<file path="config.mk">
export PLATFORM = sky130hd
export DESIGN_NAME = utf8_stream_decoder_flat
export DESIGN_NICKNAME = d
export VERILOG_FILES = /design/src/design/utf8d_pkg.sv /design/src/design/utf8d_if.sv /design/src/design/utf8d_seq.sv /design/src/design/utf8d_out_buf.sv /design/src/design/utf8_stream_decoder.sv /design/src/flat_wrapper.sv
export SDC_FILE = /design/constraint.sdc
export NUM_CORES = 1
export LEC_CHECK = 0
export ABC_AREA = 1
export BUFFER_PORTS_ARGS = -buffer_cell sky130_fd_sc_hd__buf_2
export CAP_MARGIN = 10
export CORE_UTILIZATION = 34
export DETAILED_ROUTE_END_ITERATION = 16
export GPL_TIMING_DRIVEN = 0
export PLACE_DENSITY = 0.54
export SKIP_LAST_GASP = 1
export SLEW_MARGIN = 20
export SYNTH_ARGS = -nofsm -noshare
export SYNTH_HDL_FRONTEND = slang
export SYNTH_SLANG_ARGS = --single-unit
export TNS_END_PERCENT = 1
</file>
<file path="constraint.sdc">
create_clock -name clk -period 5.8 [get_ports clk]
set_clock_uncertainty 0.15 [all_clocks]
set_input_delay 0.58 -clock clk [delete_from_list [all_inputs] [get_ports clk]]
set_output_delay 0.58 -clock clk [all_outputs]
set_load 0.02 [all_outputs]
</file>
<file path="src/design/utf8d_pkg.sv">
// shared types, constants and helper functions for the utf-8 stream decoder
// no dependencies; compiled first
package utf8d_pkg;

    localparam int unsigned CP_W   = 21;
    localparam int unsigned BYTE_W = 8;

    // input item codes
    localparam logic FUNC_FEED  = 1'b0;
    localparam logic FUNC_FLUSH = 1'b1;

    // continuation byte test: top two bits are 10
    localparam logic [BYTE_W-1:0] CONT_MASK = 8'hC0;
    localparam logic [BYTE_W-1:0] CONT_TAG  = 8'h80;

    // sequence length codes
    localparam logic [2:0] LEN_BAD   = 3'd0;
    localparam logic [2:0] LEN_ONE   = 3'd1;
    localparam logic [2:0] LEN_TWO   = 3'd2;
    localparam logic [2:0] LEN_THREE = 3'd3;
    localparam logic [2:0] LEN_FOUR  = 3'd4;

    typedef struct packed {
        logic            is_invalid;
        logic [CP_W-1:0] code_point;
        logic            last;
    } result_t;

    // results produced by one item, handed to the result buffer
    typedef struct packed {
        logic [1:0] num;
        result_t    res0;
        result_t    res1;
    } push_t;

    function automatic logic [2:0] seq_len(input logic [BYTE_W-1:0] b);
        logic [2:0] len;
        priority if (b < 8'h80)
            len = LEN_ONE;
        else if (b >= 8'hC2 && b <= 8'hDF)
            len = LEN_TWO;
        else if (b >= 8'hE0 && b <= 8'hEF)
            len = LEN_THREE;
        else if (b >= 8'hF0 && b <= 8'hF4)
            len = LEN_FOUR;
        else
            len = LEN_BAD;
        return len;
    endfunction

    function automatic logic is_cont(input logic [BYTE_W-1:0] b);
        return (b & CONT_MASK) == CONT_TAG;
    endfunction

    function automatic result_t mk_invalid();
        result_t r;
        r.is_invalid = 1'b1;
        r.code_point = '0;
        r.last       = 1'b0;
        return r;
    endfunction

    function automatic result_t mk_point(input logic [CP_W-1:0] cp);
        result_t r;
        r.is_invalid = 1'b0;
        r.code_point = cp;
        r.last       = 1'b0;
        return r;
    endfunction

endpackage

</file>
<file path="src/design/utf8d_if.sv">
// valid/ready channel interfaces for input items and result items
// depends on utf8d_pkg for field widths
interface utf8d_in_if;
    logic                         valid;
    logic                         ready;
    logic                         func;
    logic [utf8d_pkg::BYTE_W-1:0] data_byte;

    modport source (output valid, output func, output data_byte, input ready);
    modport sink (input valid, input func, input data_byte, output ready);
endinterface

interface utf8d_out_if;
    logic                       valid;
    logic                       ready;
    logic                       is_invalid;
    logic [utf8d_pkg::CP_W-1:0] code_point;
    logic                       last;

    modport source (output valid, output is_invalid, output code_point, output last,
                    input ready);
    modport sink (input valid, input is_invalid, input code_point, input last,
                  output ready);
endinterface

</file>
<file path="src/design/utf8d_seq.sv">
// pending sequence state and per-item decode logic
// depends on utf8d_pkg
module utf8d_seq (
    input  logic                         clk,
    input  logic                         rst_n,
    input  logic                         func,
    input  logic [utf8d_pkg::BYTE_W-1:0] data_byte,
    input  logic                         advance,
    output utf8d_pkg::push_t             push
);
    import utf8d_pkg::*;

    logic [1:0]        cnt_reg, cnt_next;
    logic [BYTE_W-1:0] p0_reg, p1_reg, p2_reg;
    logic [BYTE_W-1:0] p0_next, p1_next, p2_next;

    logic [2:0]      need;
    logic [2:0]      have;
    logic [2:0]      blen;
    logic [CP_W-1:0] v2, v3, v4;
    logic            ok2, ok3, ok4, dec_ok;
    logic [CP_W-1:0] dec_cp;
    push_t           p;

    // candidate decodes for each sequence length
    always_comb
    begin
        v2  = {10'd0, p0_reg[4:0], data_byte[5:0]};
        v3  = {5'd0, p0_reg[3:0], p1_reg[5:0], data_byte[5:0]};
        v4  = {p0_reg[2:0], p1_reg[5:0], p2_reg[5:0], data_byte[5:0]};
        ok2 = is_cont(data_byte) && (v2 >= 21'h80);
        ok3 = is_cont(p1_reg) && is_cont(data_byte) && (v3 >= 21'h800)
              && !(v3 >= 21'hD800 && v3 <= 21'hDFFF);
        ok4 = is_cont(p1_reg) && is_cont(p2_reg) && is_cont(data_byte)
              && (v4 >= 21'h10000) && (v4 <= 21'h10FFFF);
        need = seq_len(p0_reg);
        have = {1'b0, cnt_reg} + 3'd1;
        blen = seq_len(data_byte);
        unique case (need)
            LEN_TWO:
            begin
                dec_ok = ok2;
                dec_cp = v2;
            end
            LEN_THREE:
            begin
                dec_ok = ok3;
                dec_cp = v3;
            end
            LEN_FOUR:
            begin
                dec_ok = ok4;
                dec_cp = v4;
            end
            default:
            begin
                dec_ok = 1'b0;
                dec_cp = '0;
            end
        endcase
    end

    // results and next pending state for the current item
    always_comb
    begin
        p        = '0;
        cnt_next = cnt_reg;
        p0_next  = p0_reg;
        p1_next  = p1_reg;
        p2_next  = p2_reg;
        if (func == FUNC_FLUSH)
        begin
            if (cnt_reg != 2'd0)
            begin
                cnt_next = 2'd0;
                p.num    = 2'd1;
                p.res0   = mk_invalid();
            end
        end
        else if (cnt_reg == 2'd0)
        begin
            if (blen == LEN_ONE)
            begin
                p.num  = 2'd1;
                p.res0 = mk_point({13'd0, data_byte});
            end
            else if (blen == LEN_BAD)
            begin
                p.num  = 2'd1;
                p.res0 = mk_invalid();
            end
            else
            begin
                p0_next  = data_byte;
                cnt_next = 2'd1;
            end
        end
        else if (need < LEN_TWO)
        begin
            // corrupted lead in state: drop it
            cnt_next = 2'd0;
            p.num    = 2'd1;
            p.res0   = mk_invalid();
        end
        else if (have < need)
        begin
            if (!is_cont(data_byte))
            begin
                // broken sequence, then resync on this byte
                cnt_next = 2'd0;
                p.res0   = mk_invalid();
                if (blen == LEN_ONE)
                begin
                    p.num  = 2'd2;
                    p.res1 = mk_point({13'd0, data_byte});
                end
                else if (blen != LEN_BAD)
                begin
                    p.num    = 2'd1;
                    p0_next  = data_byte;
                    cnt_next = 2'd1;
                end
                else
                begin
                    p.num  = 2'd2;
                    p.res1 = mk_invalid();
                end
            end
            else
            begin
                if (cnt_reg == 2'd1)
                    p1_next = data_byte;
                else
                    p2_next = data_byte;
                cnt_next = have[1:0];
            end
        end
        else
        begin
            // final byte of the sequence
            cnt_next = 2'd0;
            p.num    = 2'd1;
            if (have == need && dec_ok)
                p.res0 = mk_point(dec_cp);
            else
                p.res0 = mk_invalid();
        end
        // mark the final result of the item
        if (p.num == 2'd1)
            p.res0.last = 1'b1;
        if (p.num == 2'd2)
            p.res1.last = 1'b1;
    end

    assign push = p;

    // pending state update
    always_ff @(posedge clk or negedge rst_n)
    begin
        if (!rst_n)
        begin
            cnt_reg <= 2'd0;
            p0_reg  <= '0;
            p1_reg  <= '0;
            p2_reg  <= '0;
        end
        else if (advance)
        begin
            cnt_reg <= cnt_next;
            p0_reg  <= p0_next;
            p1_reg  <= p1_next;
            p2_reg  <= p2_next;
        end
    end

endmodule

</file>
<file path="src/design/utf8d_out_buf.sv">
// two-entry result buffer; takes up to two results per cycle, sends one per cycle while dout is ready
// depends on utf8d_pkg and utf8d_if
module utf8d_out_buf (
    input  logic             clk,
    input  logic             rst_n,
    input  utf8d_pkg::push_t push,
    output logic [1:0]       room,
    utf8d_out_if.source      dout
);
    import utf8d_pkg::*;

    logic [1:0] count_reg, count_next;
    result_t    slot0_reg, slot0_next;
    result_t    slot1_reg, slot1_next;
    logic       pop;
    logic [1:0] cnt_a;
    result_t    base0;

    assign pop  = (count_reg != 2'd0) && dout.ready;
    assign room = 2'd2 - count_reg + {1'b0, pop};

    // drive the head entry
    assign dout.valid      = (count_reg != 2'd0);
    assign dout.is_invalid = slot0_reg.is_invalid;
    assign dout.code_point = slot0_reg.code_point;
    assign dout.last       = slot0_reg.last;

    // shift out the sent entry, then append new results
    always_comb
    begin
        cnt_a      = count_reg - {1'b0, pop};
        base0      = pop ? slot1_reg : slot0_reg;
        slot0_next = base0;
        slot1_next = slot1_reg;
        if (cnt_a == 2'd0 && push.num != 2'd0)
            slot0_next = push.res0;
        if (cnt_a == 2'd1 && push.num != 2'd0)
            slot1_next = push.res0;
        else if (cnt_a == 2'd0 && push.num == 2'd2)
            slot1_next = push.res1;
        count_next = cnt_a + push.num;
    end

    always_ff @(posedge clk or negedge rst_n)
    begin
        if (!rst_n)
            count_reg <= 2'd0;
        else
            count_reg <= count_next;
    end

    always_ff @(posedge clk)
    begin
        slot0_reg <= slot0_next;
        slot1_reg <= slot1_next;
    end

endmodule

</file>
<file path="src/design/utf8_stream_decoder.sv">
// top level of the utf-8 stream decoder: input register, decode, result buffer
// depends on utf8d_pkg, utf8d_if, utf8d_seq and utf8d_out_buf
//
//  port   dir   contents
//  din    sink  func, data_byte
//  dout   src   is_invalid, code_point, last
//
// an item waits in the input register until the result buffer has room for its
// results, which then enter the two-entry result buffer; its head drives dout
// one item per cycle while items give one result and dout is ready; an item
// with two results sends them one at a time through the single result port
// reset clears the pending sequence and both registers
// a stall at dout holds items in the buffer and input register
module utf8_stream_decoder (
    input  logic        clk,
    input  logic        rst_n,
    utf8d_in_if.sink    din,
    utf8d_out_if.source dout
);
    import utf8d_pkg::*;

    logic              in_vld_reg;
    logic              func_reg;
    logic [BYTE_W-1:0] byte_reg;
    logic              advance;
    logic [1:0]        room;
    push_t             push;
    push_t             push_gated;

    // the held item moves on when the buffer has space for its results
    assign advance  = in_vld_reg && (room >= push.num);
    assign din.ready = !in_vld_reg || advance;

    assign push_gated = advance ? push : '0;

    // input register
    always_ff @(posedge clk or negedge rst_n)
    begin
        if (!rst_n)
            in_vld_reg <= 1'b0;
        else if (din.ready)
            in_vld_reg <= din.valid;
    end

    always_ff @(posedge clk)
    begin
        if (din.valid && din.ready)
        begin
            func_reg <= din.func;
            byte_reg <= din.data_byte;
        end
    end

    utf8d_seq u_seq (
        .clk       (clk),
        .rst_n     (rst_n),
        .func      (func_reg),
        .data_byte (byte_reg),
        .advance   (advance),
        .push      (push)
    );

    utf8d_out_buf u_out_buf (
        .clk   (clk),
        .rst_n (rst_n),
        .push  (push_gated),
        .room  (room),
        .dout  (dout)
    );

endmodule

</file>
<file path="src/flat_wrapper.sv">
// flat-port wrapper written by rule: the top's interface ports become plain ports
module utf8_stream_decoder_flat import utf8d_pkg::*;
  (clk, rst_n, din_valid, din_func, din_data_byte, din_ready, dout_valid, dout_is_invalid, dout_code_point, dout_last, dout_ready);
  utf8d_in_if din_i ();
  utf8d_out_if dout_i ();
  input  logic clk;
  input  logic rst_n;
  input wire logic [$bits(din_i.valid)-1:0] din_valid;
  input wire logic [$bits(din_i.func)-1:0] din_func;
  input wire logic [$bits(din_i.data_byte)-1:0] din_data_byte;
  output wire logic [$bits(din_i.ready)-1:0] din_ready;
  output wire logic [$bits(dout_i.valid)-1:0] dout_valid;
  output wire logic [$bits(dout_i.is_invalid)-1:0] dout_is_invalid;
  output wire logic [$bits(dout_i.code_point)-1:0] dout_code_point;
  output wire logic [$bits(dout_i.last)-1:0] dout_last;
  input wire logic [$bits(dout_i.ready)-1:0] dout_ready;
  assign din_i.valid = din_valid;
  assign din_i.func = din_func;
  assign din_i.data_byte = din_data_byte;
  assign din_ready = din_i.ready;
  assign dout_valid = dout_i.valid;
  assign dout_is_invalid = dout_i.is_invalid;
  assign dout_code_point = dout_i.code_point;
  assign dout_last = dout_i.last;
  assign dout_i.ready = dout_ready;
  utf8_stream_decoder u_core (.clk(clk), .rst_n(rst_n), .din(din_i), .dout(dout_i));
endmodule
</file>
==> results by group <==
Layout
  – Commonest non-fill, non-tap cell in the layout: nand2_1
  – Diode count: 0
  – Max FFs per register: 23
  – Nets: 553
  – P&R area growth vs syn: 16.96%
  – Fillers: 1,280
  – Ratio of cells with drive above 1 in the final layout: 18.54%
  – Most frequent cells in the layout: nand2_1 (142), edfxtp_1 (55), nor2_1 (47), inv_1 (42), buf_2 (39)

Setup path
  – Max incr delay on CP: 0.55 ns
  – Most used cell, CP: nand2_1
  – Top delay family on crit path: simple AND/OR/NAND/NOR gates
  – Setup CP Type: flip-flop to flip-flop
  – Worst path buffer plus inverter count: 7
  – Data arrival time of the critical path: between 4 and 5 ns
  – Crit-path max FO: 23
  – Crit path max-delay cell type: nand2_1
  – CP endpoint kind: flip-flop
  – Startpoint Class: flip-flop
  – Required time of the critical path: approximately 5.5 ns

Routing
  – Via/cell ratio: around 4.7
  – Starting DRT DRC Count: 210
  – Total number of vias: 3,284
  – Routed wire per std cell: 13.32 um
  – Wirelength, routed: 9401 um
  – First drt pass iteration count: 5
  – Final ANT Viol Nets: 0
  – Remaining DRCs: 0

Synth
  – Async S/R FF share, synth: 34.52%
  – Post-Syn Area: 4425 um^2
  – Mapped Cells: 480
  – Cell variety after synth: 46
  – Mean post-synth cell area: approximately 9 um^2
  – Seq cells post-synth: 84
  – Register area share after synthesis: approximately 54%
  – EDFF count, synth: 55
  – Post-Syn Nets: 504
  – Post-synth top flop: edfxtp_1
  – Synthesis warning total: 0

Timing
  – Period utilization: between 80% and 90%
  – Final Critical Period: 4.953 ns
  – RSZ-0062 raised after global routing: false
  – Max-slew violations: 0
  – Final Hold Vio Count: 0
  – Max Freq: 0.2019 GHz
  – Setup TNS: 0 ns
  – Setup violations, final: 0
  – Hold_ws: about 0.11 ns
  – Slew margin rel.: around 36%
  – Worst Max-Slew Pin Slew: approximately 0.96 ns

Placed design
  – PortBufs: 37
  – Post-detail-place hpwl: 7273 um
  – Placer Congestion: 0.8348

Run
  – Max-Cap Viols: 0

CTS
  – Clk sinks: 84
  – Clock buffer depth: 2
  – Cts bufs inserted: 9
  – H-tree levels: 3
  – Clock Latency Late Sink: 0.35 ns
  – Hold_buf cts: 0
  – PostCTS Resize Cnt: 0
  – Reg clk slew, reported paths: 0.06 ns
  – CTS tree: done
  – Root Buffer: clkbuf_16
  – Post-CTS setup buffers: 0

Floorplanning
  – Die Height: 116.1 um
  – Core area: 12,670 um^2
  – I/O pin count: 38
  – Effective utilization at floorplan: 34.93%
  – DIE AREA: 13,480 um^2
  – Die Wd: 116.1 um
  – Row Count: 41

Power and ir drop
  – Leak: 2.226 nW
  – VDD IR max: 0.1673 mV
  – PwrDens: ~530 nW/um^2

Global route
  – Grt total ovfl: 0
  – Antenna violations before repair: 0
  – Tot GR Track Use: ~16%
  – Pin count of the biggest net entering global routing: 30
  – Vias in the first global route: 3,195
  – First-pass GRT wire length: between 15,000 and 20,000 um

Min path
  – Hold WC Path Type: input pin to async pin

Status
  – Status: finished clean
==> synthesized netlist by cell type (all sizes together) (2+ instances only) <==
master    n  area, um^2
a21oi    14       81.33
a31oi     7       43.79
buf       7       75.07
clkbuf    4       15.01
clkinv    2       7.510
dfrtp    29       725.7
edfxtp   55        1652
ha       11       137.6
inv      46       172.7
nand2   148       608.1
nand3    34       217.7
nand4     6       37.54
nor2     53       232.7
nor3      8       45.04
o211ai    2       15.01
o21ai    37       222.7
o221ai    2       17.52
or2       2       12.51
xnor2     2       17.52
xor2      2       17.52
==> kinds of logic after synthesis <==
logic type,count (synthesis),synth area share [%]
compound gates,66,9.358
xor+xnor,4,0.7918
fa+ha+maj,11,3.110
buf+inv,59,6.107
flops,84,53.72
mux,1,0.2262
simple gates,255,26.69
==> cell type report <==
cell class,count,area [um^2],share of cell area [%]
multi-input cells,337,1792,34.61
clock inverters,6,96.34,1.861
repair buffers,38,196.4,3.795
flip-flops and latches,84,2377,45.93
clock buffers,10,229.0,4.424
plain buffers,11,90.09,1.740
inverters,48,180.2,3.481
well taps,172,215.2,4.158
==> worst reg2reg max path, stage by stage (launching register included) <==
cell and delay [ns]:
dfrtp_1 0.32, inv_1 0.09, nor3_2 0.41, inv_2 0.17, nand2_1 0.10, inv_1 0.05, ha_1 0.28, nand2_1 0.08
nor2_1 0.04, nor2_1 0.07, nand2_1 0.12, inv_1 0.12, nand2_4 0.08, nor2_8 0.13, nand2_2 0.09, nand2_1 0.07
inv_1 0.04, ha_1 0.25, o21ai_0 0.21, nand2_1 0.07, nand2_1 0.21, inv_1 0.18, nand3_4 0.19, nand2_8 0.11
nand2_8 0.13, buf_6 0.15, nand2_1 0.55
==> routing by layer <==
layer  vias up  track usage [%]  share of wire (%)
met5         -                0                  0
met4         0            7.436                1.5
met3         9            4.048                3.4
met2        57            24.64                 47
met1      1516            20.45                 48
li1       1702                -                  -
==> through the flow <==
| step | total power [W] | setup WS, ns | cell area [um^2] | util [%] | cells |
|---|---|---|---|---|---|
| 6_report | 0.002768 | 0.8472 | 5176 | 40.85 | 706 |
| 5_1_grt | 0.002984 | 0.3939 | 5176 | 40.85 | 706 |
| 4_1_cts | 0.002805 | 0.7910 | 5176 | 40.85 | 706 |
| 3_5_place_dp | 0.002165 | 0.8007 | 4851 | 38.28 | 690 |
| 3_3_place_gp | 0.002128 | -0.4804 | 4826 | 38.09 | 689 |
| 2_1_floorplan | 0.001849 | 0.6370 | 4425 | - | 480 |
==> where the power goes <==
part           total [W]  switching [W]  internal (W)
sequential      0.000947      0.0000791      0.000868
clock           0.000629       0.000246      0.000383
combinational    0.00119       0.000840      0.000352
==> final timing paths <==
| kind | start | slack [ns] | end | cells after the start |
|---|---|---|---|---|
| worst min register to register | u_core.u_seq.p2_reg[7]$_DFFE_PN0P_ | 0.31 | u_core.u_seq.p2_reg[7]$_DFFE_PN0P_ | 2 |
| worst min-delay path | rst_n | 0.11 | u_core.u_out_buf.count_reg[0]$_DFF_PN0_ | 1 |
| worst max-delay path | u_core.u_seq.p0_reg[5]$_DFFE_PN0P_ | 0.85 | u_core.u_out_buf.dout.code_point[16]$_DFFE_PP_ | 26 |
| max in group asynchronous | rst_n | 4.94 | u_core.u_seq.p1_reg[4]$_DFFE_PN0P_ | 1 |
| min in group clk | din_data_byte[1] | 0.25 | u_core.byte_reg[1]$_DFFE_PP_ | 1 |
| worst max register to register | u_core.u_seq.p0_reg[5]$_DFFE_PN0P_ | 0.85 | u_core.u_out_buf.dout.code_point[16]$_DFFE_PP_ | 26 |
Note: power is estimated with default switching activity, not from simulation.
